==> config.mk <==
export PLATFORM = sky130hd
export DESIGN_NAME = ramped_position_actuator_drive_top
export DESIGN_NICKNAME = d
export VERILOG_FILES = /design/src/sv/rpad_pkg.sv /design/src/sv/rpad_cfg.sv /design/src/sv/rpad_core.sv /design/src/sv/ramped_position_actuator_drive_top.sv
export SDC_FILE = /design/constraint.sdc
export NUM_CORES = 1
export LEC_CHECK = 0
export BUFFER_PORTS_ARGS = -buffer_cell sky130_fd_sc_hd__buf_2
export CORE_UTILIZATION = 55
export CTS_BUF_LIST = sky130_fd_sc_hd__clkbuf_4 sky130_fd_sc_hd__clkbuf_8 sky130_fd_sc_hd__clkbuf_16
export DETAILED_ROUTE_END_ITERATION = 16
export PLACE_DENSITY = 0.72
export SLEW_MARGIN = 20
export SYNTH_ARGS = -nofsm -noshare
export SYNTH_HDL_FRONTEND = slang
export SYNTH_HIERARCHICAL = 1
export SYNTH_SLANG_ARGS = --single-unit
==> constraint.sdc <==
create_clock -name i_clk -period 19.1 [get_ports i_clk]
set_input_delay 0.955 -clock i_clk [delete_from_list [all_inputs] [get_ports i_clk]]
set_output_delay 0.955 -clock i_clk [all_outputs]
set_load 0.01 [all_outputs]
==> src/sv/rpad_pkg.sv <==
// ----------------------------------------------------------------------------
// rpad_pkg
// Shared types and constants of the ramped position actuator drive.
// ----------------------------------------------------------------------------
package rpad_pkg;

    localparam int POSITION_BITS = 16;
    localparam int CYCLE_TICKS   = 20;
    localparam int DEADBAND      = 20;
    localparam int CFG_BITS      = 16;
    localparam int TIMER_BITS    = 16;
    localparam int CPOS_BITS     = (CYCLE_TICKS > 1) ? $clog2(CYCLE_TICKS) : 1;

    localparam logic [POSITION_BITS-1:0] DEADBAND_C = POSITION_BITS'(DEADBAND);
    localparam logic [CPOS_BITS-1:0]     CPOS_LAST  = CPOS_BITS'(CYCLE_TICKS - 1);
    localparam logic [TIMER_BITS-1:0]    TIMER_MAX  = {TIMER_BITS{1'b1}};

    typedef enum logic [1:0] {
        DIR_IDLE = 2'd0,
        DIR_UP   = 2'd1,
        DIR_DOWN = 2'd2
    } t_dir;

    typedef enum logic [2:0] {
        CFG_MIN_POSITION      = 3'd0,
        CFG_MAX_POSITION      = 3'd1,
        CFG_RAMP_UP_MS        = 3'd2,
        CFG_RAMP_DOWN_MS      = 3'd3,
        CFG_UP_INITIAL_DUTY   = 3'd4,
        CFG_UP_STEP_DUTY      = 3'd5,
        CFG_DOWN_INITIAL_DUTY = 3'd6,
        CFG_DOWN_STEP_DUTY    = 3'd7
    } t_cfg_idx;

    typedef struct packed {
        logic [POSITION_BITS-1:0] min_position;
        logic [POSITION_BITS-1:0] max_position;
        logic [CFG_BITS-1:0]      ramp_up_ms;
        logic [CFG_BITS-1:0]      ramp_down_ms;
        logic [CFG_BITS-1:0]      up_initial_duty;
        logic [CFG_BITS-1:0]      up_step_duty;
        logic [CFG_BITS-1:0]      down_initial_duty;
        logic [CFG_BITS-1:0]      down_step_duty;
    } t_cfg;

    typedef struct packed {
        logic [POSITION_BITS-1:0] measured_position;
        logic                     new_target_valid;
        logic [POSITION_BITS-1:0] target_position;
        logic                     allow_drive;
    } t_in_word;

    typedef struct packed {
        logic motor_enable;
        logic motor_pull;
        logic motor_release;
        logic solenoid_close;
    } t_out_word;

endpackage

==> src/sv/rpad_cfg.sv <==
// ----------------------------------------------------------------------------
// rpad_cfg
// Configuration register file, written through a plain write port.
// ----------------------------------------------------------------------------
module rpad_cfg (
    input  logic                       i_clk,
    input  logic                       i_rst_n,
    input  logic                       i_cfg_we,
    input  rpad_pkg::t_cfg_idx         i_cfg_addr,
    input  logic [rpad_pkg::CFG_BITS-1:0] i_cfg_data,
    output rpad_pkg::t_cfg             o_cfg
);

    rpad_pkg::t_cfg r_cfg;
    rpad_pkg::t_cfg n_cfg;

    always_comb begin
        n_cfg = r_cfg;
        if (i_cfg_we) begin
            unique case (i_cfg_addr)
                rpad_pkg::CFG_MIN_POSITION:      n_cfg.min_position      = i_cfg_data;
                rpad_pkg::CFG_MAX_POSITION:      n_cfg.max_position      = i_cfg_data;
                rpad_pkg::CFG_RAMP_UP_MS:        n_cfg.ramp_up_ms        = i_cfg_data;
                rpad_pkg::CFG_RAMP_DOWN_MS:      n_cfg.ramp_down_ms      = i_cfg_data;
                rpad_pkg::CFG_UP_INITIAL_DUTY:   n_cfg.up_initial_duty   = i_cfg_data;
                rpad_pkg::CFG_UP_STEP_DUTY:      n_cfg.up_step_duty      = i_cfg_data;
                rpad_pkg::CFG_DOWN_INITIAL_DUTY: n_cfg.down_initial_duty = i_cfg_data;
                rpad_pkg::CFG_DOWN_STEP_DUTY:    n_cfg.down_step_duty    = i_cfg_data;
                default: ;
            endcase
        end
    end

    always_ff @(posedge i_clk) begin
        if (!i_rst_n) begin
            r_cfg.min_position      <= '0;
            r_cfg.max_position      <= '1;
            r_cfg.ramp_up_ms        <= 16'd500;
            r_cfg.ramp_down_ms      <= 16'd500;
            r_cfg.up_initial_duty   <= 16'd5;
            r_cfg.up_step_duty      <= 16'd5;
            r_cfg.down_initial_duty <= 16'd5;
            r_cfg.down_step_duty    <= 16'd5;
        end else begin
            r_cfg <= n_cfg;
        end
    end

    assign o_cfg = r_cfg;

endmodule

==> src/sv/rpad_core.sv <==
// ----------------------------------------------------------------------------
// rpad_core
// Per-tick target handling, ramp timer and bridge drive state.
// ----------------------------------------------------------------------------
module rpad_core (
    input  logic                i_clk,
    input  logic                i_rst_n,
    input  logic                i_step,
    input  rpad_pkg::t_in_word  i_word,
    input  rpad_pkg::t_cfg      i_cfg,
    output rpad_pkg::t_out_word o_word
);

    localparam int PB = rpad_pkg::POSITION_BITS;
    localparam int TB = rpad_pkg::TIMER_BITS;
    localparam int CB = rpad_pkg::CPOS_BITS;
    localparam int MB = TB + rpad_pkg::CFG_BITS + 1;

    logic [PB-1:0]     r_target, n_target;
    rpad_pkg::t_dir    r_dir, n_dir;
    logic [TB-1:0]     r_elapsed, n_elapsed;
    logic [CB-1:0]     r_cpos, n_cpos;
    logic [TB-1:0]     r_cnum, n_cnum;
    logic              r_en, n_en;
    logic              r_pull, n_pull;
    logic              r_rel, n_rel;

    logic [PB-1:0]     pos;
    logic [PB-1:0]     tgt_clamp;
    logic [PB-1:0]     diff_new, diff_held;
    logic              db_new, db_held;
    logic              allow;
    logic              up;
    logic [15:0]       ramp, init, step;
    logic [MB-1:0]     threshold;
    logic              off;

    always_comb begin
        pos   = i_word.measured_position;
        allow = i_word.allow_drive;

        tgt_clamp = i_word.target_position;
        if (tgt_clamp < i_cfg.min_position) tgt_clamp = i_cfg.min_position;
        if (tgt_clamp > i_cfg.max_position) tgt_clamp = i_cfg.max_position;
        diff_new = (pos > tgt_clamp) ? (pos - tgt_clamp) : (tgt_clamp - pos);
        db_new   = diff_new < rpad_pkg::DEADBAND_C;

        n_target  = r_target;
        n_dir     = r_dir;
        n_en      = r_en;
        n_pull    = r_pull;
        n_rel     = r_rel;
        n_elapsed = r_elapsed;
        n_cpos    = r_cpos;
        n_cnum    = r_cnum;

        // advance timer, saturating; cycle position and number track it
        if (r_elapsed != rpad_pkg::TIMER_MAX) begin
            n_elapsed = r_elapsed + 1'b1;
            if (r_cpos == rpad_pkg::CPOS_LAST) begin
                n_cpos = '0;
                n_cnum = r_cnum + 1'b1;
            end else begin
                n_cpos = r_cpos + 1'b1;
            end
        end

        if (i_word.new_target_valid) begin
            n_target = tgt_clamp;
            if (db_new) begin
                n_en = 1'b0;
            end else if (!((tgt_clamp > pos && r_dir == rpad_pkg::DIR_UP) ||
                           (tgt_clamp < pos && r_dir == rpad_pkg::DIR_DOWN))) begin
                n_dir     = (tgt_clamp > pos) ? rpad_pkg::DIR_UP : rpad_pkg::DIR_DOWN;
                n_elapsed = '0;
                n_cpos    = '0;
                n_cnum    = '0;
            end
        end

        if (!allow) n_en = 1'b0;

        diff_held = (pos > n_target) ? (pos - n_target) : (n_target - pos);
        db_held   = diff_held < rpad_pkg::DEADBAND_C;

        up   = n_dir == rpad_pkg::DIR_UP;
        ramp = up ? i_cfg.ramp_up_ms      : i_cfg.ramp_down_ms;
        init = up ? i_cfg.up_initial_duty : i_cfg.down_initial_duty;
        step = up ? i_cfg.up_step_duty    : i_cfg.down_step_duty;
        threshold = MB'(32'(n_cnum) * 32'(step)) + MB'(init);
        off = (n_elapsed <= ramp) && (MB'(n_cpos) > threshold);

        if (n_dir != rpad_pkg::DIR_IDLE) begin
            if (!allow || db_held) begin
                n_en = 1'b0;
            end else begin
                n_pull = pos < n_target;
                n_rel  = !(pos < n_target);
                n_en   = !off;
            end
        end

        o_word.motor_enable   = n_en;
        o_word.motor_pull     = n_pull;
        o_word.motor_release  = n_rel;
        o_word.solenoid_close = allow;
    end

    always_ff @(posedge i_clk) begin
        if (!i_rst_n) begin
            r_target  <= '0;
            r_dir     <= rpad_pkg::DIR_IDLE;
            r_elapsed <= '0;
            r_cpos    <= '0;
            r_cnum    <= '0;
            r_en      <= 1'b0;
            r_pull    <= 1'b0;
            r_rel     <= 1'b0;
        end else if (i_step) begin
            r_target  <= n_target;
            r_dir     <= n_dir;
            r_elapsed <= n_elapsed;
            r_cpos    <= n_cpos;
            r_cnum    <= n_cnum;
            r_en      <= n_en;
            r_pull    <= n_pull;
            r_rel     <= n_rel;
        end
    end

endmodule

==> src/sv/ramped_position_actuator_drive_top.sv <==
// ----------------------------------------------------------------------------
// ramped_position_actuator_drive_top
// Ramped H-bridge drive for a position actuator, one word per control tick.
// ----------------------------------------------------------------------------
// Each input word is one control tick and yields exactly one output word.
// A word sits in the input register while the tick logic (clamp, deadband
// compare, one 16x16 duty multiply) runs, and its result is written to the
// output register together with the drive state; the input register refills
// in the same cycle, so one word per clock is sustained while the output
// side takes words. Users must write configuration only while no word is in
// flight; the block itself does not enforce it.
// ----------------------------------------------------------------------------
module ramped_position_actuator_drive_top (
    input  logic                          i_clk,
    input  logic                          i_rst_n,
    input  logic                          i_in_valid,
    output logic                          o_in_ready,
    input  rpad_pkg::t_in_word            i_in_data,
    output logic                          o_out_valid,
    input  logic                          i_out_ready,
    output rpad_pkg::t_out_word           o_out_data,
    input  logic                          i_cfg_we,
    input  rpad_pkg::t_cfg_idx            i_cfg_addr,
    input  logic [rpad_pkg::CFG_BITS-1:0] i_cfg_data
);

    rpad_pkg::t_cfg      cfg;
    rpad_pkg::t_in_word  r_in;
    logic                r_in_valid;
    rpad_pkg::t_out_word r_out;
    logic                r_out_valid;
    rpad_pkg::t_out_word core_word;
    logic                advance;

    // move a word to the output when the output register is free or drains
    assign advance    = r_in_valid && (!r_out_valid || i_out_ready);
    assign o_in_ready = !r_in_valid || advance;

    rpad_cfg u_cfg (
        .i_clk      (i_clk),
        .i_rst_n    (i_rst_n),
        .i_cfg_we   (i_cfg_we),
        .i_cfg_addr (i_cfg_addr),
        .i_cfg_data (i_cfg_data),
        .o_cfg      (cfg)
    );

    rpad_core u_core (
        .i_clk   (i_clk),
        .i_rst_n (i_rst_n),
        .i_step  (advance),
        .i_word  (r_in),
        .i_cfg   (cfg),
        .o_word  (core_word)
    );

    always_ff @(posedge i_clk) begin
        if (!i_rst_n) begin
            r_in_valid <= 1'b0;
        end else if (o_in_ready) begin
            r_in_valid <= i_in_valid;
        end
    end

    always_ff @(posedge i_clk) begin
        if (o_in_ready && i_in_valid) begin
            r_in <= i_in_data;
        end
    end

    always_ff @(posedge i_clk) begin
        if (!i_rst_n) begin
            r_out_valid <= 1'b0;
        end else if (advance) begin
            r_out_valid <= 1'b1;
        end else if (i_out_ready) begin
            r_out_valid <= 1'b0;
        end
    end

    always_ff @(posedge i_clk) begin
        if (advance) begin
            r_out <= core_word;
        end
    end

    assign o_out_valid = r_out_valid;
    assign o_out_data  = r_out;

endmodule
Yosys cells after proc, flatten, opt, wreduce, memory -nomap -nowiden
Index checks and enable logic that the tools add are counted.

word-level totals
  register bits after elaboration = 226
  bits of input ports = 58
  output and inout port bits = 6
  logic and storage cells = 120

cells by class
  add/subtract/negate cells = 8
  multiply operators = 1
  $lt $le $gt $ge = 11
  equal/unequal tests = 12
  muxes and demuxes = 37
  reductions and logical operators = 25

operators with widths
  kind                     number
  $mux W16                 17
  $gt A16 B16 Y1           4
  $sub A16 B16 Y16         4
  $lt A16 B16 Y1           3
  $add A32 B16 Y33         1
  $gt A5 B33 Y1            1
  $add A16 B1 Y16 const B  2
  $lt A16 B5 Y1 const B    2
  $mul A16 B16 Y32         1
  $mux W5                  5
  $le A16 B16 Y1           1
  $ne A16 B16 Y1 const B   1
  $reduce_and A2 Y1        8
  $eq A3 B3 Y1 const B     4
  $mux W1                  11
  $mux W2                  4
  $eq A3 B2 Y1 const B     2
  $add A5 B1 Y5 const B    1
  $eq A5 B5 Y1 const B     1
  $logic_and A1 B1 Y1      5
  $logic_not A1 Y1         5
  $eq A2 B1 Y1 const B     2
  $logic_or A1 B1 Y1       4
  $reduce_bool A2 Y1       2
  3 further kinds          3

Logic depth before layout (Yosys ltp)
Gate-level depths: netlist of run 1.

  depth in word-level cells = 19
  gate-level depth with buffers = 63
  mapped depth without buffers = 56

Cells and area by module
The synthesis of run 1 kept the hierarchy.

modules (own cells, without submodules)
  module                              times used  cells an instance  area each (um^2)  sequential area each (um^2)
  rpad_core                           1           2,348              18,626.6          1,161.1
  rpad_cfg                            1           462                4,855.9           2,562.5
  ramped_position_actuator_drive_top  1           47                 1,244.9           1,181.1

Worst setup path after synthesis of run 1
Ideal clock, no wire load.

  kind = reg2reg
  start = register r_in[15] in the netlist's numbering
  end = register r_out (netlist bit o_out_data[3]), data pin
  setup time = 0.251 ns
  arrival time = 14.444 ns
  path slack = 4.405 ns
  cell stages (with the launch flop) = 57
  path buffers = 8
  cells stage by stage = edfxtp_1 > ha_1 > nand4_1 > or2_1 > o41a_1 > nand3_1 > buf_1 > o21ai_0 > ha_1 > nand4_1 > nor4_1 > a21bo_2 > a31oi_1 > clkbuf_1 > clkbuf_1 > a21oi_1 > ha_1 > clkbuf_1 > [21 not listed] > inv_1 > fa_1 > inv_1 > ha_1 > a21oi_1 > o211ai_1 > or4_1 > a21oi_1 > o22ai_1 > or2_2 > a211o_1 > mux2i_1 > or3_1 > or4_1 > o31a_1 > o311ai_0 > nand3_1 > buf_4

on the way
  word-level cells in the longest chain between the ends = 19
  elaborated cells between the ends (all ways) = 50
  classes of those cells = add/sub: 5; mul: 1; order compare: 10; eq/ne: 1; mux: 26; reduce/logical: 7

ends and longest elaborated chain
  what                                                                       line                                      text
  start: declaration                                                         ramped_position_actuator_drive_top.sv:28  rpad_pkg::t_in_word r_in;
  start signal: assignment                                                   ramped_position_actuator_drive_top.sv:67  r_in <= i_in_data;
  $lt A16 B16 Y1                                                             rpad_core.sv:43                           if (tgt_clamp < i_cfg.min_position) tgt_clamp = i_cfg.min_position;
  $mux W16 (*)                                                               rpad_core.sv:43
  $gt A16 B16 Y1                                                             rpad_core.sv:44                           if (tgt_clamp > i_cfg.max_position) tgt_clamp = i_cfg.max_position;
  $mux W16 (*)                                                               rpad_core.sv:44
  parallel branches: the longest is 14 deep, another holds $add A32 B16 Y33  -
  $mux W1 (*)                                                                rpad_core.sv:93                           if (n_dir != rpad_pkg::DIR_IDLE) begin
  named net u_core.n_en                                                      rpad_core.sv:24                           logic r_en, n_en;
  end signal: assignment                                                     ramped_position_actuator_drive_top.sv:83  r_out <= core_word;
  end: declaration                                                           ramped_position_actuator_drive_top.sv:30  rpad_pkg::t_out_word r_out;

Mark *: on every way through the listed nets, which the timed path passes.
A chain may end at the register's enable or synchronous reset.

==> results of run 1 <==
[power by group through the flow]
| stage | Combinational (mW) | Clock [mW] | Sequential (mW) |
|---|---|---|---|
| after detailed placement | 0.326 | 0 | 0.520 |
| final | 0.338 | 0.536 | 0.510 |
| after global placement | 0.319 | 0 | 0.520 |
| after global routing | 0.364 | 0.561 | 0.511 |
| after floorplan | 0.238 | 0 | 0.517 |
| after CTS | 0.328 | 0.543 | 0.510 |
[metal layers]
layer  vias to the layer above  share of wire (%)
met5                         -              0.016
li1                       9795                  -
met1                     10400                 43
met4                         2                3.5
met2                      1120                 42
met3                       193                 12
[worst max-delay path, delay by kind of cell, from the launching register on]
kind	cells	cell delay, ns
AO/OA/AOI/OAI	17	5.80
XOR/XNOR	1	0.17
adder cells (fa/ha/maj)	10	4.67
buffers and inverters	7	0.88
flip-flops	1	0.40
AND/OR/NAND/NOR	17	5.03
[how the worst max path moves through the flow]
stage                            start                 endpoint  slack, ns  cells after the start
finish              r_in[15]$_DFFE_PP_  o_out_data[3]$_DFFE_PP_       1.88                     52
detailed placement  r_in[15]$_DFFE_PP_  o_out_data[3]$_DFFE_PP_       2.33                     50
floorplan           r_in[15]$_DFFE_PP_  o_out_data[3]$_DFFE_PP_       4.40                     56
CTS                 r_in[15]$_DFFE_PP_  o_out_data[3]$_DFFE_PP_       2.30                     50
global route        r_in[15]$_DFFE_PP_  o_out_data[3]$_DFFE_PP_       0.84                     53
global placement    r_in[15]$_DFFE_PP_  o_out_data[3]$_DFFE_PP_       2.21                     51
[synth_stat cells (10+ instances only)]
cell type | instances | area, um^2
clkbuf_1 | 94 | 353
dfxtp_1 | 188 | 3760
nand4_1 | 39 | 244
a21o_1 | 52 | 390
nor2_1 | 111 | 417
nor4_1 | 11 | 68.8
o21ai_1 | 37 | 185
fa_1 | 211 | 4220
o31ai_1 | 10 | 75.1
buf_4 | 13 | 97.6
o21a_1 | 44 | 330
xnor2_1 | 35 | 307
mux2i_1 | 187 | 1870
o31a_1 | 14 | 123
xor2_1 | 19 | 166
and4_1 | 14 | 123
o21ai_0 | 180 | 901
and3_1 | 20 | 125
ha_1 | 224 | 2800
a31oi_1 | 15 | 93.8
nand2_1 | 223 | 837
o22ai_1 | 18 | 113
edfxtp_1 | 38 | 1140
nand3_1 | 39 | 195
buf_2 | 35 | 175
a211oi_1 | 28 | 210
nor2b_1 | 73 | 457
and2_1 | 17 | 106
inv_1 | 389 | 1460
nor3_1 | 33 | 165
o21bai_1 | 10 | 75.1
a21oi_1 | 217 | 1090
buf_6 | 11 | 124
[cell usage in the layout, fill, tap and decap left out, types with 44 or more instances in the layout]
master / instances
nor2b_1: 72
a21o_1: 52
o21a_1: 44
nor2_1: 111
mux2i_1: 187
o21ai_0: 180
ha_1: 224
fa_1: 211
dfxtp_1: 188
nand2_1: 223
buf_2: 62
a21oi_1: 216
inv_1: 389
[logic make-up after synthesis]
family                   synth area share, %
AO/OA/AOI/OAI                           19.3
XOR/XNOR                                1.91
adder cells (fa/ha/maj)                 28.4
buffers and inverters                   9.10
flip-flops                              19.8
multiplexers                            7.98
AND/OR/NAND/NOR                         13.5
[per-stage QoR]
| stage | utilization [%] | instance area, um^2 | power, mW | cells | hold slack (ns) |
|---|---|---|---|---|---|
| global placement | 57.2 | 25300 | 0.839 | 3388 | 0.440 |
| global route | 59.4 | 26300 | 1.44 | 3439 | 0.477 |
| CTS | 59.3 | 26300 | 1.38 | 3437 | 0.457 |
| detailed placement | 57.2 | 25400 | 0.846 | 3388 | 0.449 |
| floorplan | - | 24700 | 0.755 | 2857 | 0.431 |
| finish | 59.4 | 26300 | 1.38 | 3439 | 0.457 |
[cell type report]
| cell class | count | area [um^2] | share of cell area, % |
|---|---|---|---|
| timing repair buffer | 100 | 619 | 2.35 |
| tap | 592 | 741 | 2.81 |
| inverter | 389 | 1460 | 5.55 |
| clock buffer | 42 | 842 | 3.20 |
| sequential | 226 | 4900 | 18.6 |
| clock inverter | 7 | 85.1 | 0.323 |
| multi-input combinational | 2083 | 17700 | 67.1 |
[state kept, by name (all words and copies together) (netlist names)]
register	flops
u_core/r_rel	1
u_core/r_dir	2
r_in_valid	1
o_out_data	4
u_core/r_target	16
u_core/r_elapsed	16
u_core/r_cpos	5
u_core/r_pull	1
u_cfg/o_cfg	128
u_core/r_cnum	16
o_out_valid	1
r_in	34
u_core/r_en	1
==> results.py, run 1 <==
metrics = {
    "outcome": {
        "status": "finished clean",
    },
    "clocking": {
        "post_cts_buffers": 0,
        "clock-sinks": 226,
        "clock-root-buffer": "clkbuf_16",
        "cts_tree": "yes",
        "h-tree-depth": 1,
        "cts_resized": 0,
        "ctsLongestPathBuffers": 3,
        "postCtsHoldBufs": 0,
        "clk_pin_slew_ns": 0.06,
        "cts_buffers": 27,
        "insertion_delay_ns": 0.57,
    },
    "layout": {
        "fillCellCount": 3969,
        "drive_gt1_share_pct": 7.76,
        "syn_to_final_growth_pct": 6.48,
        "final_nets": 3320,
        "antenna_cells": 0,
    },
    "pwr": {
        "leakage_nw": 12.5,
        "internal_power_mw": 0.935,
        "power_frac_seq_pct": 36.9,
        "power_frac_comb_pct": 24.4,
        "irDropWorstVdd_uv": 69.6,
        "power_switching_mw": 0.450,
        "switching_share_pct": 32.5,
        "power_per_cell_area_mw_per_mm2": 52.6,
        "clkPwrFrac_pct": 38.7,
    },
    "routing": {
        "wirelength_mm": 76.6,
        "ant_nets": 0,
        "num_vias": 21600,
        "drcViolationCount": 0,
        "wire_per_inst_um": 22.3,
        "viasPerCell": 6.27,
        "firstDrtPassIters": 6,
        "first_iter_violations": 2269,
    },
    "synthesis": {
        "ys_types": 94,
        "seq_area_frac_synth_pct": 19.8,
        "synthCells": 2857,
        "synth-async-reset-ratio_pct": 0,
        "synthesis.nets": 3350,
        "yosys_register_bits": 226,
        "synth.avg_cell_area_um2": 8.66,
        "synth-edff-count": 38,
        "syn_area_mm2": 0.0247,
        "yosysWarnings": 6,
        "synthFlopType": "dfxtp_1",
    },
    "place": {
        "dpl_worst_slack_ns": 2.33,
        "dp_hpwl_mm": 59.2,
        "numPortBuffers": 63,
        "place.gp.congestion": 1.02,
    },
    "setup_path": {
        "max_stage_delay_ns": 0.89,
        "cp.required_ns": 19.40,
        "cp.arrival_ns": 17.53,
        "r2r_cells": 52,
        "r2r_start": "r_in[15]$_DFFE_PP_",
        "r2r_slack_ns": 1.88,
        "cp_slowest_cell": "a21oi_1",
        "crit_path_frequent_cell": "fa_1",
        "rr_endpoint": "o_out_data[3]$_DFFE_PP_",
        "worst_setup_path_end_kind": "flip-flop",
        "crit_fanout": 27,
        "critPathKind": "reg2reg",
        "crit_path_start_kind": "flip-flop",
    },
    "floorplan": {
        "core_area_mm2": 0.0443,
        "fp.dieArea_mm2": 0.0458,
        "fp-row-count": 77,
        "fp.dieW_um": 214,
        "pin_count": 64,
        "start_util_pct": 55.8,
        "die_y_um": 214,
    },
    "hold_path": {
        "hp-class": "reg2reg",
        "holdPathStages": 2,
        "worstHoldStart": "u_cfg/o_cfg[81]$_SDFFE_PN0P_",
        "holdPathEnd": "u_cfg/o_cfg[81]$_SDFFE_PN0P_",
    },
    "grt": {
        "grt_first_pass_wirelength_mm": 120,
        "grt_util_met2_pct": 48.9,
        "first_global_vias": 21400,
        "antenna_found_initial": 1,
        "grt_start_max_net_pins": 84,
        "grt_usage_pct": 33.2,
        "overflow": 0,
        "grt_util_met3_pct": 10.5,
        "top_usage_layer": "met2",
        "use_met1_pct": 46.1,
    },
    "sta": {
        "finalMaxSlewViolations": 0,
        "rsz0062_at_grt": "false",
        "final.setup.worst_slack_ns": 1.88,
        "max_freq_mhz": 58.1,
        "skew_ns": 0.0117,
        "fin_crit_ns": 17.22,
        "setup_violations": 0,
        "hold_violations": 0,
        "tightest_slew_ns": 1.14,
        "tns_ns": 0,
        "finalCritPeriodShare_pct": 90.2,
        "slew_headroom_pct": 24.3,
    },
    "flow_run": {
        "max_cap_viol_count": 0,
    },
}
Power figures use the tool's default switching activity.
==> run 2, diff against run 1 <==
--- a/config.mk
+++ b/config.mk
@@ -6,6 +6,7 @@
 export NUM_CORES = 1
 export LEC_CHECK = 0
 export BUFFER_PORTS_ARGS = -buffer_cell sky130_fd_sc_hd__buf_2
+export CORE_MARGIN = 2
 export CORE_UTILIZATION = 55
 export CTS_BUF_LIST = sky130_fd_sc_hd__clkbuf_4 sky130_fd_sc_hd__clkbuf_8 sky130_fd_sc_hd__clkbuf_16
 export DETAILED_ROUTE_END_ITERATION = 16
==> run 2 against run 1 <==
Critical path depth shrank 1. Critical endpoint unchanged. Largest power group is now registers. Clock skew shrank 0.0040 ns. Register-to-register slack lost 0.21 ns.
==> results.py, run 2 (same netlist as run 1, synthesis figures left out) <==
metrics = {
    "layout": {
        "final_nets": 3317,
        "layout_common_cells": "inv_1 (389), ha_1 (224), nand2_1 (223), a21oi_1 (216), fa_1 (211)",
        "syn_to_final_growth_pct": 6.08,
        "antenna_cells": 0,
        "final_common_cell": "inv_1",
        "largest_reg_flops": 128,
        "drive_gt1_share_pct": 7.57,
    },
    "sta": {
        "max_freq_mhz": 57.4,
        "slew_headroom_pct": 19.4,
        "setup_violations": 0,
        "fin_crit_ns": 17.43,
        "skew_ns": 0.00766,
        "rsz0062_at_grt": "false",
        "whs_ns": 0.457,
        "finalMaxSlewViolations": 0,
        "tightest_slew_ns": 1.20,
        "tns_ns": 0,
        "hold_violations": 0,
        "finalCritPeriodShare_pct": 91.3,
    },
    "routing": {
        "first_iter_violations": 2146,
        "wirelength_mm": 75.6,
        "num_vias": 21300,
        "ant_nets": 0,
        "drcViolationCount": 0,
        "firstDrtPassIters": 6,
        "wire_per_inst_um": 22.0,
        "viasPerCell": 6.22,
    },
    "clocking": {
        "clock-sinks": 226,
        "clock-root-buffer": "clkbuf_16",
        "insertion_delay_ns": 0.56,
        "cts_resized": 0,
        "postCtsHoldBufs": 0,
        "h-tree-depth": 1,
        "clk_pin_slew_ns": 0.06,
        "cts_buffers": 25,
        "ctsLongestPathBuffers": 3,
        "cts_tree": "yes",
        "post_cts_buffers": 0,
    },
    "floorplan": {
        "pin_count": 64,
        "fp.dieW_um": 216,
        "fp.dieArea_mm2": 0.0467,
        "core_area_mm2": 0.0443,
        "fp-row-count": 77,
        "start_util_pct": 55.8,
        "die_y_um": 216,
    },
    "setup_path": {
        "cp.arrival_ns": 17.72,
        "critPathKind": "reg2reg",
        "crit_fanout": 23,
        "r2r_start": "r_in[14]$_DFFE_PP_",
        "cp_slowest_cell": "nor4_4",
        "r2r_slack_ns": 1.67,
        "rr_endpoint": "o_out_data[3]$_DFFE_PP_",
        "crit_path_start_kind": "flip-flop",
        "worst_setup_path_end_kind": "flip-flop",
        "r2r_cells": 51,
        "cp.required_ns": 19.39,
        "max_stage_delay_ns": 1.10,
    },
    "outcome": {
        "status": "finished clean",
    },
    "hold_path": {
        "worstHoldStart": "u_cfg/o_cfg[83]$_SDFFE_PN0P_",
        "holdPathEnd": "u_cfg/o_cfg[83]$_SDFFE_PN0P_",
        "hp-class": "reg2reg",
        "holdPathStages": 2,
    },
    "grt": {
        "first_global_vias": 21300,
        "antenna_found_initial": 0,
        "grt_usage_pct": 32.5,
        "grt_first_pass_wirelength_mm": 120,
        "overflow": 0,
        "grt_start_max_net_pins": 85,
    },
    "flow_run": {
        "max_cap_viol_count": 0,
    },
    "place": {
        "place.gp.congestion": 1.03,
        "dp_hpwl_mm": 58.8,
        "numPortBuffers": 63,
    },
    "pwr": {
        "leakage_nw": 12.4,
        "power_per_cell_area_mw_per_mm2": 51.4,
        "irDropWorstVdd_uv": 66.0,
    },
}
## run 2: cell count changes in the layout (fill, tap and decap cells not counted), sizes merged
cell,before,now
clkinvlp,2,0
clkbuf,42,33
clkinv,1,6
buf,100,99
bufinv,1,3
inv,392,390
## run 2: power breakdown
| part | total, mW | internal, mW | switching [mW] |
|---|---|---|---|
| registers | 0.510 | 0.500 | 0.0103 |
| logic | 0.334 | 0.115 | 0.220 |
| clock network | 0.503 | 0.298 | 0.205 |
| total | 1.35 | 0.912 | 0.435 |
## run 2: how the worst max path moves through the flow
stage | slack (ns) | end | start
after floorplan | 4.40 | o_out_data[3]$_DFFE_PP_ | r_in[15]$_DFFE_PP_
after global placement | 2.67 | o_out_data[3]$_DFFE_PP_ | r_in[15]$_DFFE_PP_
after detailed placement | 2.31 | o_out_data[3]$_DFFE_PP_ | r_in[14]$_DFFE_PP_
after CTS | 2.20 | o_out_data[3]$_DFFE_PP_ | r_in[14]$_DFFE_PP_
after global routing | 0.83 | o_out_data[3]$_DFFE_PP_ | r_in[14]$_DFFE_PP_
final | 1.67 | o_out_data[3]$_DFFE_PP_ | r_in[14]$_DFFE_PP_
## run 2: metal layers
layer	global-route usage (%)	share of wire, %	vias up
li1	-	-	9776
met1	46.0	44	10300
met2	48.0	42	1068
met3	8.36	10	199
met4	11.9	4.1	0
met5	0	0	-
## run 2: critical path, delay by kind of cell (launching register included)
family                   cells  cell delay, ns
AO/OA/AOI/OAI               16            4.93
adder cells (fa/ha/maj)     10            4.55
buffers and inverters        5            0.83
flip-flops                   1            0.40
multiplexers                 1            0.14
AND/OR/NAND/NOR             19            6.30
## run 2: through the flow
stage / utilization (%) / std cells / setup slack [ns] / total power [mW] / area [um^2]
after floorplan: - / 2857 / 4.40 / 0.755 / 24700
after global placement: 57.2 / 3388 / 2.67 / 0.836 / 25300
after detailed placement: 57.2 / 3388 / 2.31 / 0.842 / 25300
after CTS: 59.1 / 3431 / 2.20 / 1.35 / 26200
after global routing: 59.2 / 3432 / 0.832 / 1.40 / 26200
final: 59.2 / 3432 / 1.67 / 1.35 / 26200
## run 2: area by class of cell
type | count | area, um^2
Clock inverter | 10 | 140
Tap cell | 592 | 741
Timing Repair Buffer | 99 | 608
Clock buffer | 33 | 698
Inverter | 389 | 1460
Sequential cell | 226 | 4900
Fill cell | 3938 | 18100
Multi-Input combinational cell | 2083 | 17700
